===== src/hw/rtl/tlfq_pkg.sv =====
// Shared types, codes and defaults for the three-level feedback queue.
// Used by tlfq_cell, tlfq_level and three_level_feedback_queue_top.
`default_nettype none

package tlfq_pkg;

   localparam int NUM_LEVELS       = 3;
   localparam int DEF_LEVEL_DEPTH  = 16;
   localparam int DEF_PID_BITS     = 16;
   localparam int DEF_PAYLOAD_BITS = 32;

   // Configuration register
   localparam int          CAP_W             = 5;
   localparam logic [4:0]  CAP_RESET         = 5'd16;
   localparam int          CSR_DATA_W        = 32;
   localparam int          CSR_ADDR_W        = 3;
   localparam logic        REG_LEVEL_CAPACITY = 1'b0;

   // Request codes
   typedef enum logic [1:0] {
      REQ_ADD     = 2'd0,
      REQ_GET     = 2'd1,
      REQ_PROMOTE = 2'd2,
      REQ_DEMOTE  = 2'd3
   } req_code_type;

   // Status codes
   localparam logic [1:0] ST_OK       = 2'd0;
   localparam logic [1:0] ST_FULL     = 2'd1;
   localparam logic [1:0] ST_EMPTY    = 2'd2;
   localparam logic [1:0] ST_BADLEVEL = 2'd3;

   // Level numbers
   localparam logic [1:0] LVL_0       = 2'd0;
   localparam logic [1:0] LVL_1       = 2'd1;
   localparam logic [1:0] LVL_2       = 2'd2;
   localparam logic [1:0] LVL_INVALID = 2'd3;

   // Per-cell control
   typedef struct packed {
      logic capture;
      logic shift;
      logic load;
   } cell_ctrl_type;

   // Per-level control from the sequencer
   typedef struct packed {
      logic capture;
      logic pop;
      logic remove;
      logic push;
   } lvl_ctrl_type;

   // Per-level status to the sequencer
   typedef struct packed {
      logic found;
      logic empty;
   } lvl_stat_type;

endpackage

`default_nettype wire


===== src/hw/rtl/tlfq_cell.sv =====
// One storage cell of a queue level: identifier, payload and match flag.
// Depends on tlfq_pkg.
`default_nettype none

module tlfq_cell import tlfq_pkg::*; #(
   parameter int PID_BITS     = DEF_PID_BITS,
   parameter int PAYLOAD_BITS = DEF_PAYLOAD_BITS
) (
   input  wire logic                    clock,
   input  wire logic                    reset,
   input  wire cell_ctrl_type           ctrl,
   input  wire logic                    valid,
   input  wire logic [PID_BITS-1:0]     search_pid,
   input  wire logic [PID_BITS-1:0]     new_pid,
   input  wire logic [PAYLOAD_BITS-1:0] new_pay,
   input  wire logic [PID_BITS-1:0]     next_pid,
   input  wire logic [PAYLOAD_BITS-1:0] next_pay,
   output logic      [PID_BITS-1:0]     pid,
   output logic      [PAYLOAD_BITS-1:0] pay,
   output logic                         hit
);

   logic [PID_BITS-1:0]     pid_ff, pid_in;
   logic [PAYLOAD_BITS-1:0] pay_ff, pay_in;
   logic                    hit_ff, hit_in;

   always_comb begin
      pid_in = pid_ff;
      pay_in = pay_ff;
      // take the neighbor's entry on a shift, else the new entry on a load
      if (ctrl.shift) begin
         pid_in = next_pid;
         pay_in = next_pay;
      end else if (ctrl.load) begin
         pid_in = new_pid;
         pay_in = new_pay;
      end
      hit_in = hit_ff;
      if (ctrl.capture) begin
         hit_in = valid && (pid_ff == search_pid);
      end
   end

   always_ff @(posedge clock) begin
      pid_ff <= pid_in;
      pay_ff <= pay_in;
      if (reset) begin
         hit_ff <= 1'b0;
      end else begin
         hit_ff <= hit_in;
      end
   end

   assign pid = pid_ff;
   assign pay = pay_ff;
   assign hit = hit_ff;

endmodule

`default_nettype wire


===== src/hw/rtl/tlfq_level.sv =====
// One queue level: a row of tlfq_cell, oldest entry in cell 0, plus fill count.
// Depends on tlfq_pkg and tlfq_cell.
`default_nettype none

module tlfq_level import tlfq_pkg::*; #(
   parameter int LEVEL_DEPTH  = DEF_LEVEL_DEPTH,
   parameter int PID_BITS     = DEF_PID_BITS,
   parameter int PAYLOAD_BITS = DEF_PAYLOAD_BITS,
   parameter int CNT_W        = $clog2(LEVEL_DEPTH + 1)
) (
   input  wire logic                    clock,
   input  wire logic                    reset,
   input  wire lvl_ctrl_type            ctrl,
   input  wire logic [PID_BITS-1:0]     search_pid,
   input  wire logic [PID_BITS-1:0]     new_pid,
   input  wire logic [PAYLOAD_BITS-1:0] new_pay,
   output lvl_stat_type                 stat,
   output logic      [CNT_W-1:0]        count,
   output logic      [PID_BITS-1:0]     head_pid,
   output logic      [PAYLOAD_BITS-1:0] head_pay
);

   localparam int STEPS = $clog2(LEVEL_DEPTH);

   logic [CNT_W-1:0]        count_ff, count_in;
   logic [PID_BITS-1:0]     cell_pid [LEVEL_DEPTH];
   logic [PAYLOAD_BITS-1:0] cell_pay [LEVEL_DEPTH];
   logic [LEVEL_DEPTH-1:0]  hits;
   logic [LEVEL_DEPTH-1:0]  pre [STEPS+1];

   // prefix OR of the match flags: every cell at or after the oldest match shifts
   always_comb begin
      pre[0] = hits;
      for (int s = 0; s < STEPS; s++) begin
         for (int i = 0; i < LEVEL_DEPTH; i++) begin
            if (i >= (1 << s)) begin
               pre[s+1][i] = pre[s][i] | pre[s][i - (1 << s)];
            end else begin
               pre[s+1][i] = pre[s][i];
            end
         end
      end
   end

   for (genvar i = 0; i < LEVEL_DEPTH; i++) begin : g_cell
      cell_ctrl_type           cctrl;
      logic [PID_BITS-1:0]     nxt_pid;
      logic [PAYLOAD_BITS-1:0] nxt_pay;

      if (i == LEVEL_DEPTH - 1) begin : g_last
         assign nxt_pid = '0;
         assign nxt_pay = '0;
      end else begin : g_mid
         assign nxt_pid = cell_pid[i+1];
         assign nxt_pay = cell_pay[i+1];
      end

      assign cctrl.capture = ctrl.capture;
      assign cctrl.shift   = ctrl.pop | (ctrl.remove & pre[STEPS][i]);
      assign cctrl.load    = ctrl.push && (count_ff == CNT_W'(i));

      tlfq_cell #(
         .PID_BITS     (PID_BITS),
         .PAYLOAD_BITS (PAYLOAD_BITS)
      ) u_cell (
         .clock      (clock),
         .reset      (reset),
         .ctrl       (cctrl),
         .valid      (count_ff > CNT_W'(i)),
         .search_pid (search_pid),
         .new_pid    (new_pid),
         .new_pay    (new_pay),
         .next_pid   (nxt_pid),
         .next_pay   (nxt_pay),
         .pid        (cell_pid[i]),
         .pay        (cell_pay[i]),
         .hit        (hits[i])
      );
   end

   always_comb begin
      count_in = count_ff;
      if (ctrl.pop || (ctrl.remove && pre[STEPS][LEVEL_DEPTH-1])) begin
         count_in = count_ff - CNT_W'(1);
      end else if (ctrl.push) begin
         count_in = count_ff + CNT_W'(1);
      end
   end

   always_ff @(posedge clock) begin
      if (reset) begin
         count_ff <= '0;
      end else begin
         count_ff <= count_in;
      end
   end

   assign stat.found = pre[STEPS][LEVEL_DEPTH-1];
   assign stat.empty = (count_ff == '0);
   assign count      = count_ff;
   assign head_pid   = cell_pid[0];
   assign head_pay   = cell_pay[0];

endmodule

`default_nettype wire


===== src/hw/rtl/three_level_feedback_queue_top.sv =====
// Three-level feedback queue: top level with request sequencer and control register.
// Depends on tlfq_pkg and tlfq_level (which holds the rows of tlfq_cell).
//
// Usage:
//   Requests enter on the req_ channel (valid/ready) and each one yields exactly one
//   response on the rsp_ channel (valid/ready). Request codes: add to a level, get the
//   oldest entry of the highest non-empty level, promote an identifier to level 0,
//   demote an identifier one level down.
//   Each level is a row of cells, oldest entry in cell 0. On acceptance every cell
//   compares its identifier against the request in parallel (S_IDLE); in S_EXEC, once
//   the output register is free, the rows shift (pop or gap closing), the new entry is
//   written after the last valid cell and the response is registered. A new request is
//   taken only after the previous one has left S_EXEC.
//   The response sits in an output register; req_ready rises again as soon as the
//   response is loaded, so a new request may be accepted while the response waits.
//   If rsp_ready is low when the next response is due, the block holds it in the
//   shift cycle until the output register frees up.
//   Reset (synchronous, active high) empties all levels and sets level_capacity to 16.
//   level_capacity lives at byte address 0 of the csr_ port; write it only while idle.
`default_nettype none

module three_level_feedback_queue_top import tlfq_pkg::*; #(
   parameter int LEVEL_DEPTH  = DEF_LEVEL_DEPTH,
   parameter int PID_BITS     = DEF_PID_BITS,
   parameter int PAYLOAD_BITS = DEF_PAYLOAD_BITS
) (
   input  wire logic                    clock,
   input  wire logic                    reset,
   // request channel
   input  wire logic                    req_valid,
   output logic                         req_ready,
   input  wire logic [1:0]              req_type,
   input  wire logic [1:0]              req_target_level,
   input  wire logic [PID_BITS-1:0]     req_entry_pid,
   input  wire logic [PAYLOAD_BITS-1:0] req_entry_payload,
   // response channel
   output logic                         rsp_valid,
   input  wire logic                    rsp_ready,
   output logic      [1:0]              rsp_status,
   output logic      [PID_BITS-1:0]     rsp_out_pid,
   output logic      [PAYLOAD_BITS-1:0] rsp_out_payload,
   output logic      [1:0]              rsp_out_level,
   // configuration port
   input  wire logic                    csr_psel,
   input  wire logic                    csr_penable,
   input  wire logic                    csr_pwrite,
   input  wire logic [CSR_ADDR_W-1:0]   csr_paddr,
   input  wire logic [CSR_DATA_W-1:0]   csr_pwdata,
   output logic      [CSR_DATA_W-1:0]   csr_prdata,
   output logic                         csr_pready
);

   localparam int CNT_W = $clog2(LEVEL_DEPTH + 1);
   localparam int CMP_W = (CNT_W > CAP_W) ? CNT_W : CAP_W;

   typedef enum logic {
      S_IDLE,
      S_EXEC
   } state_type;

   // sequencer state and the held request
   state_type               state_ff, state_in;
   logic [1:0]              rq_type_ff, rq_type_in;
   logic [1:0]              rq_level_ff, rq_level_in;
   logic [PID_BITS-1:0]     rq_pid_ff, rq_pid_in;
   logic [PAYLOAD_BITS-1:0] rq_pay_ff, rq_pay_in;

   // response register
   logic                    rsp_valid_ff, rsp_valid_in;
   logic [1:0]              rsp_status_ff, rsp_status_in;
   logic [PID_BITS-1:0]     rsp_pid_ff, rsp_pid_in;
   logic [PAYLOAD_BITS-1:0] rsp_pay_ff, rsp_pay_in;
   logic [1:0]              rsp_level_ff, rsp_level_in;

   // configuration
   logic [CAP_W-1:0]        cap_ff, cap_in;
   logic [CMP_W-1:0]        eff_cap;
   logic                    csr_write;

   // level interface
   lvl_ctrl_type            lvl_ctrl  [NUM_LEVELS];
   lvl_stat_type            lvl_stat  [NUM_LEVELS];
   logic [CNT_W-1:0]        lvl_count [NUM_LEVELS];
   logic [PID_BITS-1:0]     lvl_hpid  [NUM_LEVELS];
   logic [PAYLOAD_BITS-1:0] lvl_hpay  [NUM_LEVELS];
   logic [NUM_LEVELS-1:0]   lvl_full;
   logic                    accept;

   assign accept    = req_valid && req_ready;
   assign req_ready = (state_ff == S_IDLE);

   // ---------------------------------------------------------------------------
   // Configuration register: write on the access phase, read back anytime
   // ---------------------------------------------------------------------------
   assign csr_pready = 1'b1;
   assign csr_write  = csr_psel && csr_penable && csr_pwrite && csr_pready;

   always_comb begin
      cap_in = cap_ff;
      if (csr_write && (csr_paddr[2] == REG_LEVEL_CAPACITY)) begin
         cap_in = csr_pwdata[CAP_W-1:0];
      end
   end

   assign csr_prdata = (csr_paddr[2] == REG_LEVEL_CAPACITY) ?
                       CSR_DATA_W'(cap_ff) : '0;

   // clamp capacity into 1..LEVEL_DEPTH
   always_comb begin
      if (cap_ff == '0) begin
         eff_cap = CMP_W'(1);
      end else if (CMP_W'(cap_ff) > CMP_W'(LEVEL_DEPTH)) begin
         eff_cap = CMP_W'(LEVEL_DEPTH);
      end else begin
         eff_cap = CMP_W'(cap_ff);
      end
   end

   // ---------------------------------------------------------------------------
   // Levels
   // ---------------------------------------------------------------------------
   for (genvar k = 0; k < NUM_LEVELS; k++) begin : g_level
      tlfq_level #(
         .LEVEL_DEPTH  (LEVEL_DEPTH),
         .PID_BITS     (PID_BITS),
         .PAYLOAD_BITS (PAYLOAD_BITS),
         .CNT_W        (CNT_W)
      ) u_level (
         .clock      (clock),
         .reset      (reset),
         .ctrl       (lvl_ctrl[k]),
         .search_pid (req_entry_pid),
         .new_pid    (rq_pid_ff),
         .new_pay    (rq_pay_ff),
         .stat       (lvl_stat[k]),
         .count      (lvl_count[k]),
         .head_pid   (lvl_hpid[k]),
         .head_pay   (lvl_hpay[k])
      );

      assign lvl_full[k] = (CMP_W'(lvl_count[k]) >= eff_cap);
   end

   // ---------------------------------------------------------------------------
   // Sequencer
   //   S_IDLE: accept a request; every cell latches its match flag against it.
   //   S_EXEC: apply pop / removal / append and load the response register.
   // ---------------------------------------------------------------------------
   always_comb begin
      logic [1:0] push_lvl;
      logic       do_push;

      push_lvl      = LVL_0;
      do_push       = 1'b0;
      state_in      = state_ff;
      rq_type_in    = rq_type_ff;
      rq_level_in   = rq_level_ff;
      rq_pid_in     = rq_pid_ff;
      rq_pay_in     = rq_pay_ff;
      rsp_valid_in  = rsp_valid_ff && !rsp_ready;
      rsp_status_in = rsp_status_ff;
      rsp_pid_in    = rsp_pid_ff;
      rsp_pay_in    = rsp_pay_ff;
      rsp_level_in  = rsp_level_ff;

      for (int k = 0; k < NUM_LEVELS; k++) begin
         lvl_ctrl[k]         = '0;
         lvl_ctrl[k].capture = accept;
      end

      unique case (state_ff)
         S_IDLE: begin
            if (req_valid) begin
               // capture the request; match flags latch in the cells
               rq_type_in  = req_type;
               rq_level_in = req_target_level;
               rq_pid_in   = req_entry_pid;
               rq_pay_in   = req_entry_payload;
               state_in    = S_EXEC;
            end
         end
         S_EXEC: begin
            // advance only once the response register is free
            if (!rsp_valid_ff || rsp_ready) begin
               state_in      = S_IDLE;
               rsp_valid_in  = 1'b1;
               rsp_status_in = ST_OK;
               rsp_pid_in    = '0;
               rsp_pay_in    = '0;
               rsp_level_in  = LVL_0;

               unique case (rq_type_ff)
                  REQ_ADD: begin
                     if (rq_level_ff == LVL_INVALID) begin
                        rsp_status_in = ST_BADLEVEL;
                     end else begin
                        do_push  = 1'b1;
                        push_lvl = rq_level_ff;
                     end
                  end
                  REQ_GET: begin
                     // pop from the highest non-empty level
                     if (!lvl_stat[0].empty) begin
                        lvl_ctrl[0].pop = 1'b1;
                        rsp_pid_in      = lvl_hpid[0];
                        rsp_pay_in      = lvl_hpay[0];
                        rsp_level_in    = LVL_0;
                     end else if (!lvl_stat[1].empty) begin
                        lvl_ctrl[1].pop = 1'b1;
                        rsp_pid_in      = lvl_hpid[1];
                        rsp_pay_in      = lvl_hpay[1];
                        rsp_level_in    = LVL_1;
                     end else if (!lvl_stat[2].empty) begin
                        lvl_ctrl[2].pop = 1'b1;
                        rsp_pid_in      = lvl_hpid[2];
                        rsp_pay_in      = lvl_hpay[2];
                        rsp_level_in    = LVL_2;
                     end else begin
                        rsp_status_in = ST_EMPTY;
                     end
                  end
                  REQ_PROMOTE: begin
                     // drop the match from level 1, append to level 0 regardless
                     lvl_ctrl[1].remove = lvl_stat[1].found;
                     do_push            = 1'b1;
                     push_lvl           = LVL_0;
                  end
                  REQ_DEMOTE: begin
                     if (lvl_stat[0].found) begin
                        lvl_ctrl[0].remove = 1'b1;
                        push_lvl           = LVL_1;
                     end else begin
                        lvl_ctrl[1].remove = lvl_stat[1].found;
                        push_lvl           = LVL_2;
                     end
                     do_push = 1'b1;
                  end
               endcase

               // append to the chosen level unless it is at capacity
               if (do_push) begin
                  for (int k = 0; k < NUM_LEVELS; k++) begin
                     if (push_lvl == 2'(k)) begin
                        if (lvl_full[k]) begin
                           rsp_status_in = ST_FULL;
                        end else begin
                           lvl_ctrl[k].push = 1'b1;
                        end
                     end
                  end
               end
            end
         end
      endcase
   end

   always_ff @(posedge clock) begin
      rq_type_ff    <= rq_type_in;
      rq_level_ff   <= rq_level_in;
      rq_pid_ff     <= rq_pid_in;
      rq_pay_ff     <= rq_pay_in;
      rsp_status_ff <= rsp_status_in;
      rsp_pid_ff    <= rsp_pid_in;
      rsp_pay_ff    <= rsp_pay_in;
      rsp_level_ff  <= rsp_level_in;
      if (reset) begin
         state_ff     <= S_IDLE;
         rsp_valid_ff <= 1'b0;
         cap_ff       <= CAP_RESET;
      end else begin
         state_ff     <= state_in;
         rsp_valid_ff <= rsp_valid_in;
         cap_ff       <= cap_in;
      end
   end

   assign rsp_valid       = rsp_valid_ff;
   assign rsp_status      = rsp_status_ff;
   assign rsp_out_pid     = rsp_pid_ff;
   assign rsp_out_payload = rsp_pay_ff;
   assign rsp_out_level   = rsp_level_ff;

endmodule

`default_nettype wire

===== config.mk =====
export PLATFORM = sky130hd
export DESIGN_NAME = three_level_feedback_queue_top
export DESIGN_NICKNAME = d
export VERILOG_FILES = /design/src/hw/rtl/tlfq_pkg.sv /design/src/hw/rtl/tlfq_cell.sv /design/src/hw/rtl/tlfq_level.sv /design/src/hw/rtl/three_level_feedback_queue_top.sv
export SDC_FILE = /design/constraint.sdc
export NUM_CORES = 2
export LEC_CHECK = 0
export BUFFER_PORTS_ARGS = -buffer_cell sky130_fd_sc_hd__buf_4
export CAP_MARGIN = 10
export CORE_ASPECT_RATIO = 1.2
export CORE_MARGIN = 4
export CORE_UTILIZATION = 45
export CTS_CLUSTER_DIAMETER = 50
export DETAILED_ROUTE_END_ITERATION = 7
export MAX_ROUTING_LAYER = met4
export PLACE_DENSITY_LB_ADDON = 0.2
export SLEW_MARGIN = 20
export SYNTH_ARGS = -nofsm -noshare
export SYNTH_HDL_FRONTEND = slang
export SYNTH_SLANG_ARGS = --single-unit
export TNS_END_PERCENT = 1

===== constraint.sdc =====
create_clock -name clock -period 11.6 [get_ports clock]
set_input_delay 2.32 -clock clock [delete_from_list [all_inputs] [get_ports clock]]
set_output_delay 2.32 -clock clock [all_outputs]
set_load 0.03 [all_outputs]

==> flow_summary.yaml <==
power:
  power.density_nw_per_um2: 158.4
  leakage_nw: 39.91
  ir_worst_vdd_v: 0.0001107
  totalPowerFinal_mw: 19.02
route:
  drt_wl_total_um: 269600
  drt-initial-drc-count: 5735
  vias: 62276
  drcViolationCount: 0
  ant_nets: 0
  dr.pass1.iters: 6
  wire_per_inst_um: 24.16
  vias_per_cell: 5.583
global_routing:
  grt_usage_pct: 22.20
  grt_overflow: 0
  grt_start_max_net_pins: 257
  antenna_found_initial: 12
  grt_pass1_wl_um: 404600
  first_global_vias: 61740
cts:
  numCtsBuffers: 269
  clk_pin_slew_ps: 60
  cts_tree: "built"
  clkSinkCount: 2462
  hold_buffers: 0
  cts_root_buf: "clkbuf_16"
  ctsResizeCount: 0
  h-tree-depth: 5
  cts_setup_buffers: 0
  cts_max_path_buffers: 4
  clock_latency_ps: 850
cells_and_area:
  fillers: 19922
  finalNonFillerCells: 11155
  nets: 7928
  final_layout_size_suffix_gt1_share_pct: 23.55
  syn2layout_area_growth_pct: 12.15
critical_path:
  r2r.worst_path.cells: 11
  end_kind: "register"
  r2r-end: "g_level[2].u_level.g_cell[13].u_cell.pay[14]"
  crit_type: "register to register"
  required_ps: 12060
  regToRegStartpoint: "cap_ff[4]"
  crit_fanout: 34
  rrSetupSlack_ps: 6160
  crit_path_start_kind: "register"
  worstPathArrival_ps: 5900
yosys:
  synth_warnings: 0
  yosysTopAreaCellShare_pct: 63.51
  avgSynthCellArea_um2: 13.61
  syn-cell-area_um2: 107100
  ys.flop_type: "edfxtp_1"
  ys_async_sr_fraction_pct: 0
  synth_edf_count: 2264
  yosys.cell_types.count: 71
  synth-seq-cells: 2462
  synth_top_cell_by_area: "edfxtp_1"
  synth_top_cells_by_area: "edfxtp_1 (64%), mux2_2 (12%), nand2_1 (6.5%), dfxtp_1 (3.7%), o2bb2ai_1 (2.4%)"
  synth_cells: 7864
  ys_seq_area_share_pct: 67.21
timing:
  relSlewSlack_pct: 19.04
  fin_crit_sh_pct: 46.90
  layout_min_cycle_time_ps: 5441
  skew_ps: 41.49
  worstMarginPinSlew_ps: 1214
  fmax_ghz: 0.1838
  fin_tns_setup_ps: 0
  rsz0062_at_grt: "no"
  final-max-slew-violation-count: 0
  hold_violations: 0
  setup-violations-final: 0
floorplanning:
  dieHeight_um: 542.3
  dieWidth_um: 453.3
  rows: 195
  coreArea_um2: 235900
  io_pins: 181
  dieArea_um2: 245800
  initial_core_util_pct: 45.37
placement:
  dp_cells: 10673
  port_buffers: 123
  routabilityCongestion: 0.9331
  dp_hpwl_um: 168100
min_path:
  hold_class: "register to register"
  hold_end: "g_level[1].u_level.g_cell[15].u_cell.pay[26]"
  min_from: "g_level[1].u_level.g_cell[15].u_cell.pay[26]"
  min_path_cells: 2
status:
  outcome: "completed"
run:
  cap_violations: 0
==> synth_stat cells (5+ instances only) <==
library cell and instances:
a21o_1 6, edfxtp_1 2264, o21ai_0 140, or3_1 10, a222oi_1 48, xnor2_1 247, a31oi_1 13, a21oi_1 168
xor2_1 267, o21bai_1 13, clkbuf_1 489, inv_1 71, buf_4 32, o22ai_1 6, o21a_1 5, nor2b_1 11
nand4_1 84, nand2b_1 9, nor4_1 77, buf_1 82, mux2_4 9, a2111oi_0 10, nor2_1 73, nand3_1 83
ha_1 36, nor3_1 35, buf_2 52, mux2i_1 6, o2bb2ai_1 290, mux2_2 1100, nand2_1 1843, dfxtp_1 198
and3_1 12
==> state kept, by name, indices dropped and copies added (netlist names) <==
name / count
rsp_valid: 1
rq_pay_ff: 32
state_ff: 1
g_level.u_level.g_cell.u_cell.hit: 32
rsp_out_pid: 16
rsp_status: 2
g_level.u_level.g_cell.u_cell.pay: 1536
rq_pid_ff: 16
rq_type_ff: 2
rsp_out_payload: 32
g_level.u_level.count: 15
cap_ff: 5
rsp_out_level: 2
g_level.u_level.g_cell.u_cell.pid: 768
rq_level_ff: 2
==> routing by layer <==
layer | GRT usage [%] | share of wire [%] | wire length [um]
met5 | - | 0 | 0
met4 | 6.507 | 2.9 | 7858
met3 | 2.840 | 5.8 | 15770
met2 | 35.69 | 48 | 128900
met1 | 29.72 | 43 | 117100
==> power by group <==
group	leakage [nW]	total [mW]	switching (mW)	internal, mW
logic	13.7	0.915	0.576	0.339
registers	22.0	9.82	0.0475	9.78
clock network	4.15	8.28	3.45	4.84
total	39.9	19.0	4.07	15.0
==> placed cells by master, fill, tap and decap left out, drive strengths merged, types with 36 or more instances in the layout <==
master / count
xnor2: 247
nand2: 1843
ha: 36
inv: 78
buf: 296
dfxtp: 198
nand4: 84
o2bb2ai: 290
nand3: 84
edfxtp: 2264
xor2: 267
a222oi: 48
clkbuf: 368
o21ai: 144
nor2: 73
a21oi: 169
clkinv: 83
mux2: 1109
nor4: 78
==> cell families (layout without fill, tap and decap cells) <==
group / after synthesis / in the layout / share of synthesized area [%]
DFF: 2462 / 2462 / 67.21
and+or+nand+nor: 2263 / 2263 / 8.686
muxes: 1115 / 1115 / 11.75
adders and majority gates: 36 / 36 / 0.4208
buffers and inverters: 730 / 839 / 2.761
other: 2 / 32 / 0.007015
AOI/OAI and AO/OA: 742 / 742 / 4.959
xor gates and xnor gates: 514 / 514 / 4.205
==> stage by stage <==
step	utilization, %	hold WS [ps]	instance area (um2)	setup WS (ps)
after detailed placement	47.24	442.7	111500	5550
after CTS	50.83	452.7	119900	6073
after global routing	50.89	469.7	120100	5995
final	50.89	451.0	120100	6159
after floorplan	-	426.4	107200	2693
after global placement	47.23	437.6	111400	5606
==> area by class of cell <==
type                            count  area, um2  share of cell area, %
Multi-Input combinational cell   4698      33090                  27.56
Clock buffer                      368       7631                  6.356
Antenna cell                        4      10.01               0.008337
Tap cell                         3152       3944                  3.285
Timing Repair Buffer              296       2345                  1.953
Clock inverter                    104      830.8                 0.6920
Sequential cell                  2462      71950                  59.93
Inverter                           71      270.3                 0.2251
==> worst max-delay path: stages (launching register included) <==
cell and delay (ps):
dfxtp_1 310, inv_1 530, nand2_1 610, ha_1 500, a21o_1 180, a31oi_1 150
o21ai_0 360, nor3b_1 320, buf_4 220, nand3_1 350, o21ai_4 780, buf_4 700
==> how the worst max path moves through the flow <==
stage | from | to | cells after the start
3_5_place_dp | rsp_ready | g_level[2].u_level.g_cell[13].u_cell.pay[10] | 10
2_1_floorplan | rsp_ready | g_level[0].u_level.g_cell[7].u_cell.pay[0] | 7
3_3_place_gp | rsp_ready | g_level[2].u_level.g_cell[13].u_cell.pay[15] | 10
4_1_cts | cap_ff[4] | g_level[2].u_level.g_cell[13].u_cell.pay[14] | 11
6_report | cap_ff[4] | g_level[2].u_level.g_cell[13].u_cell.pay[14] | 11
5_1_grt | cap_ff[4] | g_level[2].u_level.g_cell[13].u_cell.pay[14] | 11
Power figures use the tool's default switching activity.
